File: src/rtl/fpmd_pkg.sv
// Shared types and constants for the fixed-point multiply/divide unit.
// No dependencies.
`default_nettype none
package fpmd_pkg;

	// Request codes; the two unused codes fall to default arms
	typedef enum logic [2:0] {
		OP_MUL_Q8  = 3'd0,
		OP_DIV_Q8  = 3'd1,
		OP_MUL_Q16 = 3'd2,
		OP_DIV_Q16 = 3'd3,
		OP_Q16_Q8  = 3'd4,
		OP_Q8_Q16  = 3'd5
	} fpmd_op_t;

	localparam int unsigned Q8_FRAC    = 8;
	localparam int unsigned Q16_FRAC   = 16;
	localparam int unsigned OPND_W     = 32;
	localparam int unsigned QUO_W      = 48;  // widest dividend: 32-bit magnitude shifted by 16
	localparam int unsigned DIV_STAGES = QUO_W;

	// Word carried through the divider stages
	typedef struct packed {
		fpmd_op_t          op;
		logic              neg;
		logic              dz;
		logic [OPND_W-1:0] ma;
		logic [OPND_W-1:0] mb;
		logic [OPND_W-1:0] rem;
		logic [QUO_W-1:0]  quo;
	} fpmd_div_t;

	// Word leaving the multiply stage
	typedef struct packed {
		fpmd_op_t            op;
		logic                neg;
		logic                dz;
		logic [OPND_W-1:0]   ma;
		logic [QUO_W-1:0]    quo;
		logic [2*OPND_W-1:0] prod;
	} fpmd_mul_t;

endpackage
`default_nettype wire

File: src/rtl/fpmd_div_stage.sv
// One restoring-division step: one quotient bit per stage.
// Depends on fpmd_pkg.
`default_nettype none
module fpmd_div_stage (
	input  wire logic                clk,
	input  wire logic                arst_n,
	input  wire logic                en,
	input  wire logic                in_valid,
	input  wire fpmd_pkg::fpmd_div_t in_word,
	output logic                     out_valid,
	output fpmd_pkg::fpmd_div_t      out_word
);
	import fpmd_pkg::*;

	logic [OPND_W:0]   trial;
	logic [OPND_W:0]   diff;
	logic              ge;
	fpmd_div_t         nxt;
	logic              valid_s;
	fpmd_div_t         word_s;

	// Shift in the next dividend bit and try the subtract
	always_comb begin
		trial = {in_word.rem, in_word.quo[QUO_W-1]};
		diff  = trial - {1'b0, in_word.mb};
		ge    = (trial >= {1'b0, in_word.mb});
		nxt   = in_word;
		nxt.rem = ge ? diff[OPND_W-1:0] : trial[OPND_W-1:0];
		nxt.quo = {in_word.quo[QUO_W-2:0], ge};
	end

	always_ff @(posedge clk or negedge arst_n) begin
		if (!arst_n) begin
			valid_s <= 1'b0;
		end else if (en) begin
			valid_s <= in_valid;
		end
	end

	always_ff @(posedge clk) begin
		if (en) begin
			word_s <= nxt;
		end
	end

	assign out_valid = valid_s;
	assign out_word  = word_s;

endmodule
`default_nettype wire

File: config.mk
export PLATFORM = sky130hd
export DESIGN_NAME = fpmd_div_stage
export DESIGN_NICKNAME = d
export VERILOG_FILES = /design/src/rtl/fpmd_pkg.sv /design/src/rtl/fpmd_div_stage.sv
export SDC_FILE = /design/constraint.sdc
export NUM_CORES = 1
export LEC_CHECK = 0
export ABC_AREA = 1
export ABC_CLOCK_PERIOD_IN_PS = 800
export BUFFER_PORTS_ARGS = -buffer_cell sky130_fd_sc_hd__buf_2
export CORE_MARGIN = 2
export CORE_UTILIZATION = 45
export CTS_BUF_LIST = sky130_fd_sc_hd__clkbuf_4 sky130_fd_sc_hd__clkbuf_8 sky130_fd_sc_hd__clkbuf_16
export CTS_CLUSTER_DIAMETER = 150
export DETAILED_ROUTE_END_ITERATION = 16
export PLACE_DENSITY = 0.83
export SYNTH_ARGS = -nofsm -noshare
export SYNTH_HDL_FRONTEND = slang
export SYNTH_SLANG_ARGS = --single-unit
export TNS_END_PERCENT = 10
File: constraint.sdc
create_clock -name clk -period 0.8 [get_ports clk]
set_input_delay 0.16 -clock clk [delete_from_list [all_inputs] [get_ports clk]]
set_output_delay 0.16 -clock clk [all_outputs]
set_load 0.005 [all_outputs]
; Yosys cells after proc, flatten, opt, wreduce, memory -nomap -nowiden
; Index checks and enable logic that the tools add are counted.
[totals]
word_cells = 11
output_inout_bits = 150
regBits = 150
input_bits = 153
[op_classes]
order_cmp = 1
n_addsub = 1
mux = 1
[ops]
columns = cell, n
row1 = >= comparator 33 x 32 -> 1 bit, 1
row2 = 2-to-1 mux 32 bit, 1
row3 = subtractor 32 bit, 1

; Logic depth before layout (Yosys ltp)
; Gate-level depths: netlist of run 1.
[depth]
word_depth = 2
mapped_depth = 16
depth_no_buf = 14

; Least setup slack after synthesis of run 1
; Ideal clock, no wire load.
[synth_timing]
path_type = in2reg
start = input port in_word[47] (netlist bit)
end = register word_s (netlist bit out_word[64]), data pin
path_buffers = 0
required_ns = 0.548
t_arrival_ns = 1.522
setup_ns = 0.252
path_stages = 13
slack_ns = -0.975
cell_sequence = inv_1 ha_1 fa_1 inv_1 nand3_1 nand3_1 nand2_1 nand3_1 nand3_1 nand2_1 nand2_1 nand3_2 nand2_1
[synth_rtl]
columns = element, line_no
row1 = "start, declared", fpmd_div_stage.sv:9  ; input wire fpmd_pkg::fpmd_div_t in_word,
row2 = "end signal, assigned", fpmd_div_stage.sv:42  ; word_s <= nxt;
row3 = "end, declared", fpmd_div_stage.sv:20  ; fpmd_div_t word_s;

==> impl_metrics.toml, run 1 <==
[status]
status = "finished with violations"
violations = "setup timing"

[setup_path]
arrival_ns = 2.21
reg2reg_from = "out_valid"
r2r_slack_ns = -0.01
critPathTopFamily = "simple AND/OR/NAND/NOR gates"
critPathMaxStageDelay_ns = 0.34
ff2ff_path_depth = 1
cpMostUsedCell = "nand2_1"
worst_r2r_endpoint = "out_valid"
crit_chain = "buf_6 -> inv_4 -> ha_4 -> buf_4 -> nand2_1 -> nand2_1 -> inv_1 -> nand2_1 -> inv_1 -> nand2_1 -> nand2_1 -> nand3_1 -> nand2_1 -> nand3_2 -> nand2_1"
cp_slowest_cell = "ha_4"
critPathMaxFanout = 4
cp-end-kind = "flop"
crit_type = "input pin to flop"
cp-start-kind = "input pin"
path_buf_inv = 5
crit_required_ns = 0.99

[cells_and_area]
diodes = 0
stdcell_area_sq_um = 14100
utilization_pct = 84.9
nets = 1563
nFillCells = 760
drive_gt1_share_pct = 54.8
area_growth_pct = 84.1

[clock_tree]
cts_made_buffers = 17
clk_pin_slew_worst_paths_ns = 0.07
cts_sinks = 150
cts.path.max_buffers = 2
h-tree-depth = 4
cts_tree = "yes"
cts_root_buf = "clkbuf_16"
clk-insertion-delay-late_ns = 0.43

[power]
p_leak_nw = 6.71
pwr_density_cell_nw_per_um2 = 1790
peakVddDrop_mv = 1.65

[synth]
syn_area_per_cell_sq_um = 9.61
ys_ff_latch = 150
synth_simple_gate_area_share_pct = 24.0
syn_inst = 798
synth_compound_area_share_pct = 1.70
netlist_area_sq_um = 7670
synth_mux_area_share_pct = 0.147
yosys.area_share.xor_xnor_pct = 1.60
syn_nets = 984
yosys.area_share.adder_pct = 5.48
synth_top_family_by_area = "simple AND/OR/NAND/NOR gates"
ys_warn_count = 0
yosys.cell_types.count = 28
ys_seq_area_share_pct = 58.7

[placement]
io_buffers = 302
gp_congestion = 0.914
hpwlAfterDp_microns = 19200
dpl-instance-area_sq_um = 10400
dp_slack_ns = -1.32

[floorplanning]
die_x_microns = 135
core_sq_um = 16600
dieArea_sq_um = 18100
die_h_microns = 135
start_util_pct = 46.1
top_level_ports = 303
num_rows = 47

[sta]
worst_slack_ns = -1.22
worstMarginPinSlew_ns = 0.294
period_share_pct = 253
fmax_mhz = 494
clock_skew_ns = 0
finalHoldViolations = 0
rsz0062_at_grt = "yes"
finalSetupViolations = 184
relSlewSlack_pct = 80.4
maxSlewViolCount = 0
min_period_ns = 2.02

[detailed_routing]
route.detailed.drc = 0
drt_wl_total_microns = 35900
drtIter0Drc = 779
antenna_left = 0
drt_pre_antenna_iters = 8
vias = 8597
wire_per_inst_microns = 22.3
routed_via_density = 5.34

[worst_hold_path]
min_path_type = "input pin to asynchronous set/reset pin"

[grt]
grt_usage_pct = 35.2
grt_pass1_wl_microns = 47200
first_global_vias = 8551
grt.overflow.total = 0
antenna_found_initial = 0
grt_max_degree = 29

[job]
cap_violations = 0
layout by cell type (no fill, tap or decap), types with 7 or more instances in the layout:
cell           count
a21oi_1            8
a21oi_2           11
and2_1             7
buf_12            11
buf_2            272
buf_4            127
buf_6             28
clkbuf_16         18
dlygate4sd3_1    118
edfxtp_1         149
ha_4              32
inv_1             99
inv_2             39
inv_4             11
inv_6              7
nand2_1          174
nand2_2           69
nand2_4           35
nand2_8            7
nand3_1           27
nand3_2           32
nand3_4            8
nand3b_1          11
nor2_1            12
nor2_2            11
nor2_4            15
xor2_1            11
flip-flops by register name (all words and copies together), names as in the netlist:
register,cells
out_word,149
out_valid,1
metrics by stage:
step | TNS (ns) | hold slack [ns] | total power [W] | instances
finish | -72.95 | 0.0364 | 0.0253 | 1610
detailed placement | -56.48 | -0.0639 | 0.0145 | 1405
global route | -78.30 | 0.0253 | 0.0260 | 1610
global placement | -56.23 | -0.0653 | 0.0144 | 1405
CTS | -66.47 | 0.0342 | 0.0239 | 1590
floorplan | -28.38 | -0.136 | 0.0120 | 798
cells in the mapped netlist:
| cell type | instances | area, sq um |
|---|---|---|
| nor3_1 | 6 | 30.0 |
| buf_12 | 2 | 40.0 |
| dfrtp_1 | 1 | 25.0 |
| nand2_1 | 274 | 1030 |
| inv_1 | 150 | 563 |
| nand4_1 | 3 | 18.8 |
| buf_2 | 7 | 35.0 |
| ha_1 | 32 | 400 |
| fa_1 | 1 | 20.0 |
| nand3_2 | 11 | 110 |
| nand2_2 | 3 | 18.8 |
| a21o_1 | 2 | 15.0 |
| xnor2_1 | 1 | 8.76 |
| and2_1 | 8 | 50.1 |
| nand2_8 | 1 | 20.0 |
| buf_6 | 1 | 11.3 |
| nand2_4 | 1 | 11.3 |
| edfxtp_1 | 149 | 4470 |
| nor2_2 | 3 | 18.8 |
| o21ai_0 | 2 | 10.0 |
| xor2_1 | 13 | 114 |
| nand3_1 | 56 | 280 |
| nor2_1 | 34 | 128 |
| nor3_2 | 3 | 30.0 |
| nand3b_1 | 11 | 82.6 |
| nor2_4 | 1 | 11.3 |
| mux2_2 | 1 | 11.3 |
| a21oi_1 | 21 | 105 |
cell families after synthesis:
logic type | after synthesis
AOI/OAI and AO/OA | 25
and+or+nand+nor | 415
buffers and inverters | 160
xor gates and xnor gates | 14
DFF | 150
adders and majority gates | 33
muxes | 1
worst max-delay path by stage:
stage	from	to	slack (ns)	cells after the start
detailed placement	in_word[102]	out_word[53]	-1.32	13
floorplan	in_word[82]	out_word[72]	-0.87	16
global placement	in_word[102]	out_word[52]	-1.29	13
finish	in_word[95]	out_word[72]	-1.22	15
CTS	in_word[108]	out_word[62]	-0.68	14
global route	in_word[95]	out_word[72]	-1.23	15
area by class of cell:
type	instances	area, sq um	area share (%)
repair buffers	564	4210	29.8
flip-flops and latches	150	4500	31.9
well taps	220	275	1.95
multi-input cells	494	3950	28.0
clock inverters	15	159	1.13
clock buffers	17	425	3.01
inverters	150	603	4.27
per-layer routing:
layer / track usage (%) / wire length (microns) / vias up
li1: - / - / 3743
met1: 37.4 / 11700 / 3965
met2: 62.6 / 17700 / 659
met3: 9.01 / 3520 / 230
met4: 21.5 / 2980 / 0
met5: 0 / 0 / -
power breakdown:
| group | internal [W] | leakage [nW] | switching (W) |
|---|---|---|---|
| Clock | 0.00442 | 0.284 | 0.00373 |
| Sequential | 0.00953 | 1.47 | 0.000251 |
| Combinational | 0.00344 | 4.96 | 0.00389 |
repair_timing:
item | 4_1_cts | 5_1_grt
endpoints found under the setup margin | 183 | 184
buffers inserted | 27 | 17
cloned | 8 | 3
pin swaps | 64 | 77
endpoints found under the hold margin | 118 | 0
hold buffers | 118 | 0
resized for setup | 210 | 157
(Power assumes the default switching activity.)
==> inputs of run 2 (changes only) <==
==> constraint.sdc (replaced) <==
create_clock -name clk -period 0.8 [get_ports clk]
set_input_delay 0.12 -clock clk [delete_from_list [all_inputs] [get_ports clk]]
set_output_delay 0.12 -clock clk [all_outputs]
set_load 0.005 [all_outputs]
==> run 2 against run 1 <==
  * The flow still finishes with violations (setup timing)
  * Sequential share of layout area rose by 0.68 points
  * Core utilization is 1.8 points lower
  * Via count shrank 1.3%
  * Clock power increased by 8.2%
  * Clock skew unchanged
  * Final area is 2.1% lower
  * Worst setup slack improved by 0.43 ns
  * Fmax is 27% higher
  * Critical endpoint is now out_word[50]
  * Highest routed layer unchanged
==> impl_metrics.toml, run 2 (synthesis gave the netlist of run 1 again) <==
[placement]
io_buffers = 302
dp_slack_ns = -1.29
dpl-instance-area_sq_um = 10400
gp_congestion = 0.912
hpwlAfterDp_microns = 18900

[job]
cap_violations = 0

[clock_tree]
cts_tree = "yes"
cts.path.max_buffers = 2
cts_made_buffers = 17
h-tree-depth = 4
clk-insertion-delay-late_ns = 0.43
clk_pin_slew_worst_paths_ns = 0.07
cts_sinks = 150
cts_root_buf = "clkbuf_16"

[cells_and_area]
mostFrequentLayoutCells = "286 x buf_2, 193 x nand2_1, 149 x edfxtp_1, 125 x buf_4, 120 x dlygate4sd3_1"
drive_gt1_share_pct = 51.9
nets = 1564
largest_reg_flops = 149
area_growth_pct = 80.2
diodes = 0
final_common_cell = "buf_2"
stdcell_area_sq_um = 13800

[grt]
met1_usage_pct = 35.9
first_global_vias = 8135
grt_use_met3_pct = 7.96
grt_pass1_wl_microns = 45100
grt_max_degree = 29
grt_usage_pct = 33.6
use_met2_pct = 61.2
grt.overflow.total = 0
busiest_layer = "met2"
antenna_found_initial = 0

[sta]
timing.hold.ws_ns = 0.000708
min_period_ns = 1.59
worstMarginPinSlew_ns = 0.296
maxSlewViolCount = 0
finalSetupViolations = 184
rsz0062_at_grt = "yes"
worst_slack_ns = -0.792
clock_skew_ns = 0
relSlewSlack_pct = 80.3
fmax_mhz = 628
period_share_pct = 199
finalHoldViolations = 0

[detailed_routing]
drtIter0Drc = 758
drt_wl_total_microns = 33600
drt_pre_antenna_iters = 7
vias = 8484
wire_per_inst_microns = 20.9
route.detailed.drc = 0
routed_via_density = 5.27
antenna_left = 0

[floorplanning]
core_sq_um = 16600
num_rows = 47
dieArea_sq_um = 18100
die_h_microns = 135
start_util_pct = 46.1
die_x_microns = 135
top_level_ports = 303

[setup_path]
critPathMaxFanout = 5
worst_r2r_endpoint = "out_valid"
critPathMaxStageDelay_ns = 0.31
cp_slowest_cell = "ha_4"
crit_type = "input pin to flop"
cp-start-kind = "input pin"
arrival_ns = 1.78
cp-end-kind = "flop"
r2r_slack_ns = -0.03
crit_chain = "buf_2 -> inv_2 -> ha_4 -> nand2_1 -> nand2_2 -> inv_1 -> nand2_2 -> nand2_1 -> nand2_2 -> inv_2 -> nand2_4 -> nand2_8 -> buf_12 -> clkbuf_16 -> nand3_2 -> nand2_1"
ff2ff_path_depth = 1
reg2reg_from = "out_valid"
crit_required_ns = 0.99

[status]
status = "finished with violations"
violations = "setup timing"

[worst_hold_path]
min_from = "in_word[76]"
min_path_type = "input pin to flop"
holdPathEnd = "out_word[77]"
hold_depth = 3

[power]
pwr_density_cell_nw_per_um2 = 1840
peakVddDrop_mv = 1.99
p_leak_nw = 6.65
==> run 2: cell type report <==
type | instances | area, sq um
fillers | 839 | 2820
clock buffers | 17 | 425
clock inverters | 15 | 205
repair buffers | 567 | 4160
well taps | 220 | 275
inverters | 150 | 586
multi-input cells | 492 | 3680
flip-flops and latches | 150 | 4500
==> run 2: routing by layer <==
layer | share of wire, % | routed length [microns]
met1 | 34 | 11300
met4 | 7.5 | 2520
met5 | 0 | 0
met2 | 51 | 17100
met3 | 8.0 | 2690
==> run 2: where the power goes <==
group          leakage [nW]  internal [W]  switching, W
clock network         0.308       0.00505       0.00377
registers              1.47       0.00953      0.000244
logic                  4.87       0.00325       0.00354
total                  6.65        0.0178       0.00756
==> run 2: worst max-delay path by stage <==
stage | from | to | slack [ns] | cells past startpoint
4_1_cts | in_word[84] | out_word[55] | -0.63 | 16
3_3_place_gp | in_word[102] | out_word[52] | -1.25 | 13
3_5_place_dp | in_word[102] | out_word[70] | -1.29 | 13
5_1_grt | in_word[92] | out_word[50] | -0.83 | 16
2_1_floorplan | in_word[82] | out_word[72] | -0.83 | 16
6_report | in_word[92] | out_word[50] | -0.79 | 16
==> run 2: what timing repair did <==
| item | 4_1_cts | 5_1_grt |
|---|---|---|
| setup endpoints to repair | 183 | 184 |
| setup buffers | 25 | 20 |
| pin swaps | 28 | 69 |
| hold buffers | 120 | 0 |
| gates resized for setup | 135 | 141 |
| cloned | 7 | 2 |
| endpoints found under the hold margin | 119 | 0 |
==> run 2: critical path, delay by kind of cell <==
family / cells / cell delay [ns]
adder cells (fa/ha/maj): 1 / 0.31
buffers and inverters: 6 / 0.61
AND/OR/NAND/NOR: 9 / 0.73
==> run 2: stage by stage <==
stage	util (%)	std cells	setup TNS, ns	power [W]
6_report	83.1	1611	-63.86	0.0254
5_1_grt	83.1	1611	-70.16	0.0261
4_1_cts	79.2	1590	-60.65	0.0243
3_5_place_dp	62.7	1406	-49.98	0.0145
3_3_place_gp	62.7	1406	-48.79	0.0144
2_1_floorplan	-	798	-27.06	0.0120
==> inputs of run 3 (changes only) <==
--- a/config.mk
+++ b/config.mk
@@ -9,11 +9,11 @@
 export ABC_CLOCK_PERIOD_IN_PS = 800
 export BUFFER_PORTS_ARGS = -buffer_cell sky130_fd_sc_hd__buf_2
 export CORE_MARGIN = 2
-export CORE_UTILIZATION = 45
-export CTS_BUF_LIST = sky130_fd_sc_hd__clkbuf_4 sky130_fd_sc_hd__clkbuf_8 sky130_fd_sc_hd__clkbuf_16
+export CORE_UTILIZATION = 46
+export CTS_BUF_LIST = sky130_fd_sc_hd__clkbuf_4
 export CTS_CLUSTER_DIAMETER = 150
 export DETAILED_ROUTE_END_ITERATION = 16
-export PLACE_DENSITY = 0.83
+export PLACE_DENSITY = 0.84
 export SYNTH_ARGS = -nofsm -noshare
 export SYNTH_HDL_FRONTEND = slang
 export SYNTH_SLANG_ARGS = --single-unit
==> run 3 against run 2 <==
  * Fmax decreased by 7.4%
  * Critical path depth decreased by 2
  * Final area decreased by 0.11%
  * Sequential cell count unchanged
  * Hold slack got worse by 0.063 ns
  * Clock power decreased by 38%
  * Sequential share of layout area about the same
  * Combinational power increased by 8.8%
  * Register-to-register slack improved by 0.06 ns
  * Critical path type unchanged
  * Routed wire length increased by 9.6%
  * Via count increased by 7.6%
  * Largest cell class unchanged
  * The run ends with hold timing, setup timing left
  * Global-route usage increased by 3.9 points
==> impl_metrics.toml, run 3 (synthesis gave the netlist of run 1 again) <==
[cells_and_area]
nets = 1586
largest_reg_flops = 149
area_growth_pct = 80.1
multi_input_area_sq_um = 3670
final_common_cell = "buf_2"
diodes = 0
seq_area_sq_um = 4500
fin_cells = 1633
nFillCells = 782
mostFrequentLayoutCells = "281 x buf_2, 187 x nand2_1, 151 x dlygate4sd3_1, 149 x edfxtp_1, 115 x buf_4"
drive_gt1_share_pct = 51.0

[floorplanning]
top_level_ports = 303
core_sq_um = 16500
die_x_microns = 133
dieArea_sq_um = 17700
num_rows = 47
die_h_microns = 133
start_util_pct = 46.6

[sta]
timing.hold.ws_ns = -0.0626
worstMarginPinSlew_ns = 0.336
relSlewSlack_pct = 77.6
period_share_pct = 215
fmax_mhz = 582
rsz0062_at_grt = "yes"
worst_slack_ns = -0.918
finalHoldViolations = 10
maxSlewViolCount = 0
min_period_ns = 1.72
clock_skew_ns = 0
finalSetupViolations = 183

[grt]
grt.overflow.total = 0
grt_pass1_wl_microns = 50200
grt_max_degree = 54
antenna_found_initial = 4
grt_usage_pct = 37.5
first_global_vias = 8986

[clock_tree]
cts_made_buffers = 17
cts_tree = "yes"
clk_pin_slew_worst_paths_ns = 0.16
cts.path.max_buffers = 2
holdBufCountCts = 151
cts_root_buf = "clkbuf_4"
h-tree-depth = 4
clk-insertion-delay-late_ns = 0.57
cts_sinks = 150

[setup_path]
arrival_ns = 2.09
cp-start-kind = "input pin"
critPathMaxFanout = 3
crit_required_ns = 1.17
crit_type = "input pin to flop"
cp-end-kind = "flop"

[power]
clock_power_share_pct = 24.3
peakVddDrop_mv = 1.12
power.switching_w = 0.00765
comb_power_share_pct = 32.6
pwr_density_cell_nw_per_um2 = 1640
p_seq_share_pct = 43.1
switching_share_pct = 33.7
internal_power_w = 0.0150
p_leak_nw = 6.61

[detailed_routing]
wire_per_inst_microns = 22.6
drt_wl_total_microns = 36800
route.detailed.drc = 0
antenna_left = 0
vias = 9125
drtIter0Drc = 1161
routed_via_density = 5.59
drt_pre_antenna_iters = 16

[status]
status = "finished with violations"
violations = "hold timing, setup timing"

[placement]
placedCellCount = 1406
hpwlAfterDp_microns = 18800
dp_slack_ns = -1.25
io_buffers = 302
gp_congestion = 0.925

[job]
cap_violations = 0

[worst_hold_path]
min_path_type = "input pin to flop"
[run 3: cell count changes in the layout (fill, tap and decap cells not counted), sizes merged]
cell | previous run | this run
nand2 | 283 | 279
dlygate4sd3 | 120 | 151
clkinv | 3 | 4
clkbuf | 19 | 17
buf | 445 | 442
bufinv | 3 | 2
[run 3: metal layers]
layer / global-route usage [%] / routed length [microns] / up-vias
li1: - / - / 3788
met1: 40.5 / 11900 / 4243
met2: 66.3 / 17700 / 801
met3: 8.68 / 3920 / 285
met4: 23.8 / 3180 / 8
met5: 0 / 62 / -
[run 3: per-stage QoR]
stage	instance area [sq um]	power [W]	util, %	TNS, ns
2_1_floorplan	7940	0.0120	-	-27.06
3_3_place_gp	10400	0.0144	63.4	-44.03
3_5_place_dp	10400	0.0146	63.4	-45.58
4_1_cts	13500	0.0213	82.2	-83.06
5_1_grt	13800	0.0232	83.9	-94.46
6_report	13800	0.0227	83.9	-90.19
[run 3: final timing paths]
| kind | start | cells past startpoint | slack (ns) | to |
|---|---|---|---|---|
| worst max-delay path | in_word[89] | 14 | -0.92 | out_word[62] |
| worst min-delay path | en | 2 | -0.06 | out_word[126] |
| worst max register to register | out_valid | 1 | 0.03 | out_valid |
| worst min register to register | out_valid | 1 | 0.55 | out_valid |
| max in group asynchronous | arst_n | 3 | 0.33 | out_valid |
| min in group asynchronous | arst_n | 3 | 0.37 | out_valid |
[run 3: repair_timing]
item,4_1_cts,5_1_grt
pin swaps,71,37
cloned,7,0
hold endpoints to repair,187,10
setup endpoints to repair,183,183
gates resized for setup,207,96
setup buffers,34,11
[run 3: area by class of cell]
cell class,count,share of cell area [%]
inverter,150,4.29
clock buffer,17,0.924
clock inverter,15,1.34
multi-input combinational,488,26.6
sequential,150,32.6
tap,220,1.99
timing repair buffer,593,32.3
[run 3: worst max-delay path, stage by stage]
cell     delay, ns
buf_2         0.12
inv_2         0.13
ha_4          0.24
buf_4         0.17
nand2_1       0.19
nand2_1       0.16
inv_2         0.09
nand2_2       0.09
a21oi_2       0.17
nand2_2       0.12
buf_4         0.16
xor2_1        0.17
nand2_4       0.09
nand2_2       0.06
[run 3: power groups by stage]
stage          Sequential (W)  Combinational [W]  Clock [W]
3_3_place_gp          0.00988            0.00455          0
3_5_place_dp          0.00988            0.00467          0
5_1_grt               0.00982            0.00768    0.00571
4_1_cts               0.00971            0.00632    0.00531
6_report              0.00978            0.00740    0.00550
2_1_floorplan          0.0100            0.00201          0
